[config.mk]
export PLATFORM = sky130hd
export DESIGN_NAME = i2c_master_pin_sequencer_core
export DESIGN_NICKNAME = d
export VERILOG_FILES = /design/src/rtl/core/i2c_mps_pkg.sv /design/src/rtl/core/i2c_mps_front.sv /design/src/rtl/core/i2c_mps_back.sv /design/src/rtl/core/i2c_mps_resq.sv /design/src/rtl/core/i2c_master_pin_sequencer_core.sv
export SDC_FILE = /design/constraint.sdc
export NUM_CORES = 1
export LEC_CHECK = 0
export ABC_AREA = 1
export BUFFER_PORTS_ARGS = -buffer_cell sky130_fd_sc_hd__buf_2
export CAP_MARGIN = 10
export CORE_AREA = 2 2 113 115
export CTS_BUF_LIST = sky130_fd_sc_hd__clkbuf_4
export DETAILED_ROUTE_END_ITERATION = 10
export DIE_AREA = 0 0 115 117
export SKIP_LAST_GASP = 1
export SLEW_MARGIN = 10
export SYNTH_ARGS = -nofsm -noshare
export SYNTH_HDL_FRONTEND = slang
export SYNTH_SLANG_ARGS = --single-unit
[constraint.sdc]
create_clock -name i_clk -period 4.1 [get_ports i_clk]
set_input_delay 0.615 -clock i_clk [delete_from_list [all_inputs] [get_ports i_clk]]
set_output_delay 0.615 -clock i_clk [all_outputs]
set_load 0.05 [all_outputs]
[src/rtl/core/i2c_mps_pkg.sv]
package i2c_mps_pkg;

    // command codes, equal to the action field of a request
    typedef enum logic [2:0] {
        OP_IDLE    = 3'd0,
        OP_INIT    = 3'd1,
        OP_START   = 3'd2,
        OP_STOP    = 3'd3,
        OP_WRITE   = 3'd4,
        OP_READ    = 3'd5,
        OP_RECOVER = 3'd6,
        OP_RELEASE = 3'd7
    } t_op;

    localparam int STEP_W = 5;

    // step numbers that bound or mark the phases of the write, read and recover sequences
    localparam logic [STEP_W-1:0] WR_BITS_END  = 5'd24;
    localparam logic [STEP_W-1:0] WR_SCL_LOW   = 5'd24;
    localparam logic [STEP_W-1:0] WR_SDA_REL   = 5'd25;
    localparam logic [STEP_W-1:0] WR_SCL_HIGH  = 5'd26;
    localparam logic [STEP_W-1:0] WR_ACK_SAMP  = 5'd27;
    localparam logic [STEP_W-1:0] RD_BITS_LAST = 5'd16;
    localparam logic [STEP_W-1:0] RD_ACK_DRV   = 5'd17;
    localparam logic [STEP_W-1:0] RD_ACK_HIGH  = 5'd18;
    localparam logic [STEP_W-1:0] RC_CLK_LAST  = 5'd18;

    localparam logic [7:0] FIRST_BIT = 8'h80;

    // pin state: drive enable and level of each line
    typedef struct packed {
        logic scl_drive;
        logic scl_level;
        logic sda_drive;
        logic sda_level;
    } t_pins;

    // classified request handed from front to back
    typedef struct packed {
        t_op        op;
        logic       is_cmd;
        logic [7:0] tx_byte;
        logic       ack_to_send;
        logic       sda_sample;
    } t_cmd;

    // one result item
    typedef struct packed {
        t_pins      pins;
        logic       busy_res;
        logic       done_res;
        logic [7:0] rx_byte;
        logic       ack_seen;
        logic       rejected;
    } t_res;

endpackage

[src/rtl/core/i2c_mps_front.sv]
module i2c_mps_front (
    input  logic                i_clk,
    input  logic                i_rst_n,
    input  logic                push,
    output logic                full,
    input  logic [2:0]          i_action,
    input  logic [7:0]          i_tx_byte,
    input  logic                i_ack_to_send,
    input  logic                i_sda_sample,
    output logic                o_cmd_valid,
    output i2c_mps_pkg::t_cmd   o_cmd,
    input  logic                i_cmd_take
);
    import i2c_mps_pkg::*;

    t_cmd       r_mem [2];
    logic       r_wr_ptr, n_wr_ptr;
    logic       r_rd_ptr, n_rd_ptr;
    logic [1:0] r_count, n_count;
    logic       w_put;
    t_cmd       w_cmd;

    // classify the request
    always_comb begin
        w_cmd.op          = t_op'(i_action);
        w_cmd.is_cmd      = (t_op'(i_action) != OP_IDLE);
        w_cmd.tx_byte     = i_tx_byte;
        w_cmd.ack_to_send = i_ack_to_send;
        w_cmd.sda_sample  = i_sda_sample;
    end

    assign full        = (r_count == 2'd2);
    assign w_put       = push && !full;
    assign o_cmd_valid = (r_count != 2'd0);
    assign o_cmd       = r_mem[r_rd_ptr];

    // queue pointers and fill count
    always_comb begin
        n_wr_ptr = r_wr_ptr ^ w_put;
        n_rd_ptr = r_rd_ptr ^ i_cmd_take;
        n_count  = r_count + {1'b0, w_put} - {1'b0, i_cmd_take};
    end

    always_ff @(posedge i_clk) begin
        if (!i_rst_n) begin
            r_wr_ptr <= 1'b0;
            r_rd_ptr <= 1'b0;
            r_count  <= 2'd0;
        end else begin
            r_wr_ptr <= n_wr_ptr;
            r_rd_ptr <= n_rd_ptr;
            r_count  <= n_count;
        end
    end

    // queue storage
    always_ff @(posedge i_clk) begin
        if (w_put) begin
            r_mem[r_wr_ptr] <= w_cmd;
        end
    end

endmodule

[src/rtl/core/i2c_mps_back.sv]
module i2c_mps_back (
    input  logic                i_clk,
    input  logic                i_rst_n,
    input  logic                i_cmd_valid,
    input  i2c_mps_pkg::t_cmd   i_cmd,
    output logic                o_cmd_take,
    input  logic                i_res_full,
    output logic                o_res_push,
    output i2c_mps_pkg::t_res   o_res
);
    import i2c_mps_pkg::*;

    t_op               r_op, n_op;
    logic [STEP_W-1:0] r_step, n_step;
    logic [1:0]        r_phase, n_phase;
    logic [7:0]        r_mask, n_mask;
    logic [7:0]        r_shift_out, n_shift_out;
    logic [7:0]        r_shift_in, n_shift_in;
    logic              r_ack_lvl, n_ack_lvl;
    logic              r_ack_latch, n_ack_latch;
    t_pins             r_pins, n_pins;
    logic              w_fire;
    logic              w_done;
    logic              w_rej;

    assign w_fire     = i_cmd_valid && !i_res_full;
    assign o_cmd_take = w_fire;
    assign o_res_push = w_fire;

    // accept or reject a command, then perform the next pin step of the running sequence
    always_comb begin
        n_op        = r_op;
        n_step      = r_step;
        n_phase     = r_phase;
        n_mask      = r_mask;
        n_shift_out = r_shift_out;
        n_shift_in  = r_shift_in;
        n_ack_lvl   = r_ack_lvl;
        n_ack_latch = r_ack_latch;
        n_pins      = r_pins;
        w_done      = 1'b0;
        w_rej       = 1'b0;

        if (r_op == OP_IDLE) begin
            if (i_cmd.is_cmd) begin
                n_op      = i_cmd.op;
                n_step    = '0;
                n_phase   = 2'd0;
                n_mask    = FIRST_BIT;
                n_ack_lvl = 1'b0;
                if (i_cmd.op == OP_WRITE) begin
                    n_shift_out = i_cmd.tx_byte;
                end
                if (i_cmd.op == OP_READ) begin
                    n_shift_out = 8'h00;
                    n_ack_lvl   = i_cmd.ack_to_send;
                end
            end
        end else if (i_cmd.is_cmd) begin
            w_rej = 1'b1;
        end

        unique case (n_op)
            OP_IDLE: begin
            end
            OP_INIT: begin
                n_pins = '{1'b1, 1'b1, 1'b1, 1'b1};
                w_done = 1'b1;
            end
            OP_START: begin
                unique case (n_step)
                    5'd0:    begin n_pins.sda_drive = 1'b1; n_pins.sda_level = 1'b1; end
                    5'd1:    begin n_pins.scl_drive = 1'b1; n_pins.scl_level = 1'b1; end
                    default: begin
                        n_pins.sda_drive = 1'b1;
                        n_pins.sda_level = 1'b0;
                        w_done = 1'b1;
                    end
                endcase
            end
            OP_STOP: begin
                unique case (n_step)
                    5'd0:    begin n_pins.sda_drive = 1'b1; n_pins.sda_level = 1'b0; end
                    5'd1:    begin n_pins.scl_drive = 1'b1; n_pins.scl_level = 1'b1; end
                    default: begin
                        n_pins.sda_drive = 1'b1;
                        n_pins.sda_level = 1'b1;
                        w_done = 1'b1;
                    end
                endcase
            end
            OP_WRITE: begin
                if (n_step < WR_BITS_END) begin
                    // three steps per data bit, tracked by the phase counter
                    unique case (n_phase)
                        2'd0: begin
                            n_pins.scl_drive = 1'b1;
                            n_pins.scl_level = 1'b0;
                        end
                        2'd1: begin
                            n_pins.sda_drive = 1'b1;
                            n_pins.sda_level = |(n_shift_out & n_mask);
                        end
                        default: begin
                            n_pins.scl_drive = 1'b1;
                            n_pins.scl_level = 1'b1;
                            n_mask = n_mask >> 1;
                        end
                    endcase
                    n_phase = (n_phase == 2'd2) ? 2'd0 : n_phase + 2'd1;
                end else if (n_step == WR_SCL_LOW) begin
                    n_pins.scl_drive = 1'b1;
                    n_pins.scl_level = 1'b0;
                end else if (n_step == WR_SDA_REL) begin
                    n_pins.sda_drive = 1'b0;
                end else if (n_step == WR_SCL_HIGH) begin
                    n_pins.scl_drive = 1'b1;
                    n_pins.scl_level = 1'b1;
                end else if (n_step == WR_ACK_SAMP) begin
                    n_ack_latch      = i_cmd.sda_sample;
                    n_pins.scl_drive = 1'b1;
                    n_pins.scl_level = 1'b0;
                end else begin
                    n_pins.sda_drive = 1'b1;
                    w_done = 1'b1;
                end
            end
            OP_READ: begin
                if (n_step == '0) begin
                    n_pins.sda_drive = 1'b0;
                end else if (n_step <= RD_BITS_LAST) begin
                    if (n_step[0]) begin
                        n_pins.scl_drive = 1'b1;
                        n_pins.scl_level = 1'b1;
                    end else begin
                        if (i_cmd.sda_sample) begin
                            n_shift_out = n_shift_out | n_mask;
                        end
                        n_mask = n_mask >> 1;
                        n_pins.scl_drive = 1'b1;
                        n_pins.scl_level = 1'b0;
                        if (n_step == RD_BITS_LAST) begin
                            n_shift_in = n_shift_out;
                        end
                    end
                end else if (n_step == RD_ACK_DRV) begin
                    n_pins.sda_drive = 1'b1;
                    n_pins.sda_level = n_ack_lvl;
                end else if (n_step == RD_ACK_HIGH) begin
                    n_pins.scl_drive = 1'b1;
                    n_pins.scl_level = 1'b1;
                end else begin
                    n_pins.scl_drive = 1'b1;
                    n_pins.scl_level = 1'b0;
                    w_done = 1'b1;
                end
            end
            OP_RECOVER: begin
                if (n_step == '0) begin
                    n_pins.sda_drive = 1'b0;
                    n_pins.sda_level = 1'b0;
                end else if (n_step <= RC_CLK_LAST) begin
                    n_pins.scl_drive = 1'b1;
                    n_pins.scl_level = !n_step[0];
                end else begin
                    n_pins = '{1'b1, 1'b1, 1'b1, 1'b1};
                    w_done = 1'b1;
                end
            end
            OP_RELEASE: begin
                n_pins = '{1'b0, 1'b0, 1'b0, 1'b0};
                w_done = 1'b1;
            end
            default: begin
            end
        endcase

        // advance or finish the sequence
        if (n_op != OP_IDLE) begin
            if (w_done) begin
                n_op   = OP_IDLE;
                n_step = '0;
            end else begin
                n_step = n_step + 1'b1;
            end
        end
    end

    // result of this step
    always_comb begin
        o_res.pins     = n_pins;
        o_res.busy_res = (n_op != OP_IDLE);
        o_res.done_res = w_done;
        o_res.rx_byte  = n_shift_in;
        o_res.ack_seen = n_ack_latch;
        o_res.rejected = w_rej;
    end

    always_ff @(posedge i_clk) begin
        if (!i_rst_n) begin
            r_op        <= OP_IDLE;
            r_step      <= '0;
            r_phase     <= 2'd0;
            r_mask      <= 8'h00;
            r_shift_out <= 8'h00;
            r_shift_in  <= 8'h00;
            r_ack_lvl   <= 1'b0;
            r_ack_latch <= 1'b1;
            r_pins      <= '{1'b0, 1'b1, 1'b0, 1'b1};
        end else if (w_fire) begin
            r_op        <= n_op;
            r_step      <= n_step;
            r_phase     <= n_phase;
            r_mask      <= n_mask;
            r_shift_out <= n_shift_out;
            r_shift_in  <= n_shift_in;
            r_ack_lvl   <= n_ack_lvl;
            r_ack_latch <= n_ack_latch;
            r_pins      <= n_pins;
        end
    end

endmodule

[src/rtl/core/i2c_mps_resq.sv]
module i2c_mps_resq (
    input  logic                i_clk,
    input  logic                i_rst_n,
    input  logic                i_res_push,
    input  i2c_mps_pkg::t_res   i_res,
    output logic                o_res_full,
    output logic                empty,
    input  logic                pop,
    output i2c_mps_pkg::t_res   o_res
);
    import i2c_mps_pkg::*;

    t_res       r_mem [2];
    logic       r_wr_ptr, n_wr_ptr;
    logic       r_rd_ptr, n_rd_ptr;
    logic [1:0] r_count, n_count;
    logic       w_take;

    assign o_res_full = (r_count == 2'd2);
    assign empty      = (r_count == 2'd0);
    assign w_take     = pop && !empty;
    assign o_res      = r_mem[r_rd_ptr];

    // pointers and fill count
    always_comb begin
        n_wr_ptr = r_wr_ptr ^ i_res_push;
        n_rd_ptr = r_rd_ptr ^ w_take;
        n_count  = r_count + {1'b0, i_res_push} - {1'b0, w_take};
    end

    always_ff @(posedge i_clk) begin
        if (!i_rst_n) begin
            r_wr_ptr <= 1'b0;
            r_rd_ptr <= 1'b0;
            r_count  <= 2'd0;
        end else begin
            r_wr_ptr <= n_wr_ptr;
            r_rd_ptr <= n_rd_ptr;
            r_count  <= n_count;
        end
    end

    // result storage
    always_ff @(posedge i_clk) begin
        if (i_res_push) begin
            r_mem[r_wr_ptr] <= i_res;
        end
    end

endmodule

[src/rtl/core/i2c_master_pin_sequencer_core.sv]
// I2C master pin sequencer: each request is one tick of the bus and yields
// one result with the SCL/SDA drive and level after that tick's pin step.
// A nonzero action starts a command (init, start, stop, write, read, recover,
// release) when idle; a command arriving while busy is reported as rejected
// and the running sequence still advances. One request per clock is sustained
// while the result queue has room; a request is held in the two-entry input
// queue, then the sequencer step writes its result into the two-entry result
// queue. Without a stall the sequencer performs one pin step per cycle.
module i2c_master_pin_sequencer_core (
    input  logic       i_clk,
    input  logic       i_rst_n,
    input  logic       push,
    output logic       full,
    input  logic [2:0] i_action,
    input  logic [7:0] i_tx_byte,
    input  logic       i_ack_to_send,
    input  logic       i_sda_sample,
    output logic       empty,
    input  logic       pop,
    output logic       o_scl_drive,
    output logic       o_scl_level,
    output logic       o_sda_drive,
    output logic       o_sda_level,
    output logic       o_busy_res,
    output logic       o_done_res,
    output logic [7:0] o_rx_byte,
    output logic       o_ack_seen,
    output logic       o_rejected
);
    import i2c_mps_pkg::*;

    logic w_cmd_valid;
    t_cmd w_cmd;
    logic w_cmd_take;
    logic w_res_full;
    logic w_res_push;
    t_res w_res;
    t_res w_out;

    // request queue and classification
    i2c_mps_front u_front (
        .i_clk         (i_clk),
        .i_rst_n       (i_rst_n),
        .push          (push),
        .full          (full),
        .i_action      (i_action),
        .i_tx_byte     (i_tx_byte),
        .i_ack_to_send (i_ack_to_send),
        .i_sda_sample  (i_sda_sample),
        .o_cmd_valid   (w_cmd_valid),
        .o_cmd         (w_cmd),
        .i_cmd_take    (w_cmd_take)
    );

    // pin step sequencer
    i2c_mps_back u_back (
        .i_clk       (i_clk),
        .i_rst_n     (i_rst_n),
        .i_cmd_valid (w_cmd_valid),
        .i_cmd       (w_cmd),
        .o_cmd_take  (w_cmd_take),
        .i_res_full  (w_res_full),
        .o_res_push  (w_res_push),
        .o_res       (w_res)
    );

    // result queue
    i2c_mps_resq u_resq (
        .i_clk      (i_clk),
        .i_rst_n    (i_rst_n),
        .i_res_push (w_res_push),
        .i_res      (w_res),
        .o_res_full (w_res_full),
        .empty      (empty),
        .pop        (pop),
        .o_res      (w_out)
    );

    assign o_scl_drive = w_out.pins.scl_drive;
    assign o_scl_level = w_out.pins.scl_level;
    assign o_sda_drive = w_out.pins.sda_drive;
    assign o_sda_level = w_out.pins.sda_level;
    assign o_busy_res  = w_out.busy_res;
    assign o_done_res  = w_out.done_res;
    assign o_rx_byte   = w_out.rx_byte;
    assign o_ack_seen  = w_out.ack_seen;
    assign o_rejected  = w_out.rejected;

endmodule
==> flow_summary.yaml, run 1 <==
run_status:
  outcome: "completed"
timing:
  setup_tns_ns: 0
  max_freq_mhz: 354.8
  relSlewSlack: 0.4990
  rsz0062_at_grt: "no"
  worst_pin_slew_ns: 0.7514
  finalHoldViolCount: 0
  post-route-period-util: 0.6874
  maxSlewViolCount: 0
  period_needed_ns: 2.818
  finClkSkew_ns: 0.02434
  setup_viol: 0
drt:
  vias: 4416
  drt-initial-drc-count: 340
  met3_length_microns: 656
  top_layer_used: "met4"
  m1WireLength_microns: 5670
  wl_microns: 12500
  drtPass1Iterations: 5
  drc_errors: 0
  dr_wl_met2_microns: 5839
  vias_per_cell: 5.340
  antenna_left: 0
  wl_per_cell_microns: 15.12
cells_and_area:
  finalInstanceArea_sq_um: 5976
  area_growth_syn_to_layout_pct: 7.786
  instances_no_fill: 827
  layout-drive-gt1-share: 0.1640
  antenna_cells: 0
  nets: 697
  fillCellCount: 1195
placement:
  hpwl_microns: 9075
  port-buffer-count: 34
  place_area_sq_um: 5816
  dpl.cell_count: 811
  gp_congestion: 0.9657
clock_tree:
  cts_setup_buffers: 0
  cts_hold_buffers: 0
  clk_latency_ns: 0.48
  clkSinkCount: 110
  cts_resized: 0
  cts_tree: "done"
  root_buffer: "clkbuf_4"
  path_clk_slew_ns: 0.14
  cts_buffer_depth: 2
  cts_buffers: 9
  htreeDepth: 3
run:
  maxCapViolCount: 0
floorplan:
  fp-row-count: 41
  die_y_microns: 117
  core-area_sq_um: 12310
  boundaryPins: 35
  die_area_sq_um: 13460
  die_x_microns: 115
  start_util: 0.4503
synth:
  synthTopCellsByArea: "edfxtp_1, dfxtp_1, nand2_1, o21ai_0, nor2_1"
  synth.most_common_cell: "nand2_1"
  netlist_top_cells_count: "nand2_1, nor2_1, inv_1, edfxtp_1, o21ai_0"
  ys.flop_type: "edfxtp_1"
  yosysTopAreaCell: "edfxtp_1"
  async_flop_share: 0
  ys_warn_count: 0
  netlist_area_sq_um: 5544
  yosys_register_bits: 110
  avgSynthCellArea_sq_um: 8.569
  syn_inst: 647
  synth_fp_nets: 672
  synth-seq-area-share: 0.5055
  synth-edff-count: 60
  yosysUniqueCellTypes: 43
  synth_top_area_frac: 0.3250
min_path:
  hold_depth: 1
  hp-class: "input pin to register"
worst_setup_path:
  cp.arrival_ns: 3.04
  crit_path_end_kind: "register"
  worstPathMaxFanout: 15
  required_ns: 4.32
  r2r.worst_path.cells: 13
  cp-start-kind: "register"
  crit_type: "register to register"
global_routing:
  grt_util_all_layers: 0.2001
  antenna_found_initial: 0
  overflow: 0
  grt_pass1_vias: 4259
  grt_pass1_wl_microns: 20850
  grt_max_degree: 35
==> registers in the layout, summed over array words and instances (netlist names), 2 cells and up, named ones only <==
| name | count |
|---|---|
| u_back.r_mask | 8 |
| u_back.r_step | 5 |
| u_back.r_shift_out | 8 |
| u_back.r_op | 3 |
| u_back.r_pins | 4 |
| u_front.r_count | 2 |
| u_front.r_mem | 28 |
| u_back.r_shift_in | 8 |
| u_back.r_phase | 2 |
| u_resq.r_mem | 32 |
| u_resq.r_count | 2 |
==> critical path, stage by stage (launching register included) <==
cell and delay (ns):
dfxtp_1 0.63, inv_2 0.21, nand2_1 0.11, nand2_1 0.11, nand3_1 0.12, nand2_2 0.15
inv_2 0.10, nand2_2 0.07, nor2_2 0.43, nand2_2 0.18, inv_2 0.19, nand2_1 0.07
o21ai_0 0.11, inv_1 0.08
==> per-stage QoR <==
| step | utilization | hold WS [ns] | worst slack [ns] |
|---|---|---|---|
| global route | 0.4854 | 0.2860 | 0.8531 |
| floorplan | - | 0.4416 | 1.993 |
| finish | 0.4854 | 0.3323 | 1.282 |
| CTS | 0.4854 | 0.2882 | 1.237 |
| detailed placement | 0.4724 | 0.4725 | 1.234 |
| global placement | 0.4724 | 0.4633 | 1.325 |
==> cells by family (layout without fill, tap and decap cells) <==
| group | after synthesis | in the layout | share of synthesized area |
|---|---|---|---|
| DFF | 110 | 110 | 0.5055 |
| buffers and inverters | 98 | 128 | 0.07041 |
| muxes | 16 | 16 | 0.03250 |
| adders and majority gates | 8 | 8 | 0.01806 |
| and+or+nand+nor | 274 | 274 | 0.2273 |
| xor gates and xnor gates | 4 | 4 | 0.006318 |
| AOI/OAI and AO/OA | 137 | 137 | 0.1399 |
==> layout by cell type, fill, tap and decap left out, drive strengths merged <==
| cell type | netlist | layout |
|---|---|---|
| ha | 8 | 8 |
| clkinv | 2 | 4 |
| nor2 | 81 | 81 |
| nor4 | 1 | 1 |
| nor3 | 5 | 5 |
| o2111a | 3 | 3 |
| inv | 73 | 75 |
| nand3 | 45 | 45 |
| xor2 | 4 | 4 |
| o21bai | 1 | 1 |
| and2 | 1 | 1 |
| dfxtp | 50 | 50 |
| nand4 | 8 | 8 |
| or3 | 1 | 1 |
| mux2 | 16 | 16 |
| nand2 | 129 | 129 |
| nand3b | 1 | 1 |
| o211ai | 8 | 8 |
| a211oi | 1 | 1 |
| o21ai | 62 | 62 |
| o2111ai | 1 | 1 |
| or2 | 2 | 2 |
| a31oi | 7 | 7 |
| edfxtp | 60 | 60 |
| buf | 7 | 37 |
| o22ai | 5 | 5 |
| a21boi | 1 | 1 |
| a221oi | 4 | 4 |
| clkbuf | 16 | 10 |
| a21oi | 44 | 44 |
| bufinv | 0 | 2 |
==> layer usage <==
metal  track usage  up-vias
met5             0        -
met4       0.09398        0
met3       0.03450       22
met2        0.3302      131
met1        0.2583     2022
li1              -     2241
==> final timing paths <==
check / from / end / slack (ns)
setup / recovery: register / u_resq.r_mem[1][7]$_DFFE_PP_ / 1.28
setup reg to reg: register / u_resq.r_mem[1][7]$_DFFE_PP_ / 1.28
hold reg to reg: u_back.r_shift_out[6]$_SDFFE_PN0P_ / u_back.r_shift_out[6]$_SDFFE_PN0P_ / 0.49
hold / removal: i_sda_sample / u_front.r_mem[0][0]$_DFFE_PP_ / 0.33
==> cell type report <==
type	instances	area, sq um	area share
Tap cell	150	187.7	0.03141
Inverter	75	281.5	0.04711
Sequential cell	110	2803	0.4690
Clock buffer	10	75.07	0.01256
Multi-Input combinational cell	439	2351	0.3934
Clock inverter	6	85.08	0.01424
Timing Repair Buffer	37	192.7	0.03224
Power of run 1 is left out: the tool's default activity adds up to more than one toggle a clock period on the data nets, which glitch-free logic cannot reach.
==> run 2, diff against run 1 <==
==> constraint.sdc (replaced) <==
create_clock -name i_clk -period 2.8 [get_ports i_clk]
set_input_delay 0.42 -clock i_clk [delete_from_list [all_inputs] [get_ports i_clk]]
set_output_delay 0.42 -clock i_clk [all_outputs]
set_load 0.05 [all_outputs]
==> run 2 against run 1 <==
Global-route usage fell by 0.10 points. Die area did not move. Cell count rose by 0.97%. Final area rose by 0.29%. Sequential share of layout area fell by 0.14 points. Largest cell class unchanged.
==> flow_summary.yaml, run 2 (synthesized netlist as in run 1, its figures left out) <==
cells_and_area:
  final_cell_mix: "nand2_1, nor2_1, inv_1"
  max_flop_register: "u_resq.r_mem"
  antenna_cells: 0
  reg_top3: "u_resq.r_mem (32), u_front.r_mem (28)"
  area_growth_syn_to_layout_pct: 8.102
  final_common_cell: "nand2_1"
  instances_no_fill: 835
  largest_reg_flops: 32
  nets: 705
  layout-drive-gt1-share: 0.1723
floorplan:
  die_area_sq_um: 13460
  die_x_microns: 115
  boundaryPins: 35
  start_util: 0.4503
  core-area_sq_um: 12310
  fp-row-count: 41
  die_y_microns: 117
clock_tree:
  cts_buffers: 9
  path_clk_slew_ns: 0.17
  cts_buffer_depth: 2
  cts_resized: 0
  clk_latency_ns: 0.49
  cts_setup_buffers: 0
  root_buffer: "clkbuf_4"
  cts_tree: "done"
  htreeDepth: 3
  cts_hold_buffers: 0
  clkSinkCount: 110
drt:
  antenna_left: 0
  top_layer_used: "met4"
  wl_microns: 12590
  vias_per_cell: 5.341
  met3_length_microns: 636
  m1WireLength_microns: 5872
  dr_wl_met2_microns: 5708
  wl_per_cell_microns: 15.08
  drc_errors: 0
  drt-initial-drc-count: 427
  vias: 4460
  drtPass1Iterations: 5
run:
  maxCapViolCount: 0
worst_setup_path:
  cp.arrival_ns: 1.91
  required_ns: 2.38
  rrSetupSlack_ns: 0.48
  crit_path_end_kind: "primary output"
  crit_type: "register to primary output"
  cp-start-kind: "register"
  r2r.worst_path.cells: 13
  worstPathMaxFanout: 16
  r2r-end: "u_resq.r_mem[1][12]$_DFFE_PP_"
  crit_end: "o_done_res"
timing:
  setup_viol: 0
  finClkSkew_ns: 0.02297
  period_needed_ns: 2.334
  finalHoldViolCount: 0
  setup_tns_ns: 0
  maxSlewViolCount: 0
  relSlewSlack: 0.4883
  worst_pin_slew_ns: 0.7676
  max_freq_mhz: 428.5
  fin_ws_ns: 0.4663
  rsz0062_at_grt: "no"
  post-route-period-util: 0.8335
run_status:
  outcome: "completed"
min_path:
  hp-class: "input pin to register"
  hold_depth: 1
placement:
  place_ws_ns: 0.5027
  hpwl_microns: 9010
  gp_congestion: 1.000
  dpl.cell_count: 819
  port-buffer-count: 34
global_routing:
  grt_util_all_layers: 0.1991
  overflow: 0
  grt_pass1_vias: 4078
  grt_max_degree: 51
  grt_pass1_wl_microns: 20680
  antenna_found_initial: 0
==> run 2: cell count changes in the layout (fill, tap and decap cells not counted), sizes merged <==
cell	previous run	this run
buf	37	45
bufinv	2	0
clkbuf	10	9
clkinv	4	6
clkinvlp	0	2
inv	75	74
==> run 2: worst max-delay path: stages, from the launching register on <==
cell     delay [ns]
dfxtp_1        0.80
mux2_2         0.42
buf_2          0.21
==> run 2: worst min path at each step <==
stage | end | slack, ns | start
floorplan | u_back.r_ack_latch$_SDFFE_PN1P_ | 0.44 | u_back.r_ack_latch$_SDFFE_PN1P_
global placement | u_back.r_shift_out[7]$_SDFFE_PN0P_ | 0.46 | u_back.r_shift_out[7]$_SDFFE_PN0P_
detailed placement | u_back.r_shift_out[7]$_SDFFE_PN0P_ | 0.47 | u_back.r_shift_out[7]$_SDFFE_PN0P_
CTS | u_front.r_mem[1][5]$_DFFE_PP_ | 0.07 | i_tx_byte[3]
global route | u_front.r_mem[0][4]$_DFFE_PP_ | 0.08 | i_tx_byte[2]
finish | u_front.r_mem[0][5]$_DFFE_PP_ | 0.10 | i_tx_byte[3]
==> run 2: stage by stage <==
step           hold slack [ns]    util  area [sq um]
2_1_floorplan           0.4416       -          5544
3_3_place_gp            0.4587  0.4772          5876
3_5_place_dp            0.4668  0.4772          5876
4_1_cts                0.07223  0.4868          5993
5_1_grt                0.08213  0.4868          5993
6_report                0.1036  0.4868          5993
==> run 2: per-layer routing <==
| metal | vias up | global-route usage |
|---|---|---|
| met5 | - | 0 |
| li1 | 2265 | - |
| met3 | 26 | 0.02832 |
| met4 | 0 | 0.09237 |
| met1 | 2023 | 0.2748 |
| met2 | 146 | 0.3122 |
==> run 2: cell type report <==
class,count,area (sq um)
clock buffers,9,67.56
clock inverters,7,50.05
fillers,1193,6319
inverters,75,281.5
multi-input cells,439,2351
flip-flops and latches,110,2803
well taps,150,187.7
repair buffers,45,252.7
Power of run 2 is left out for the same reason.
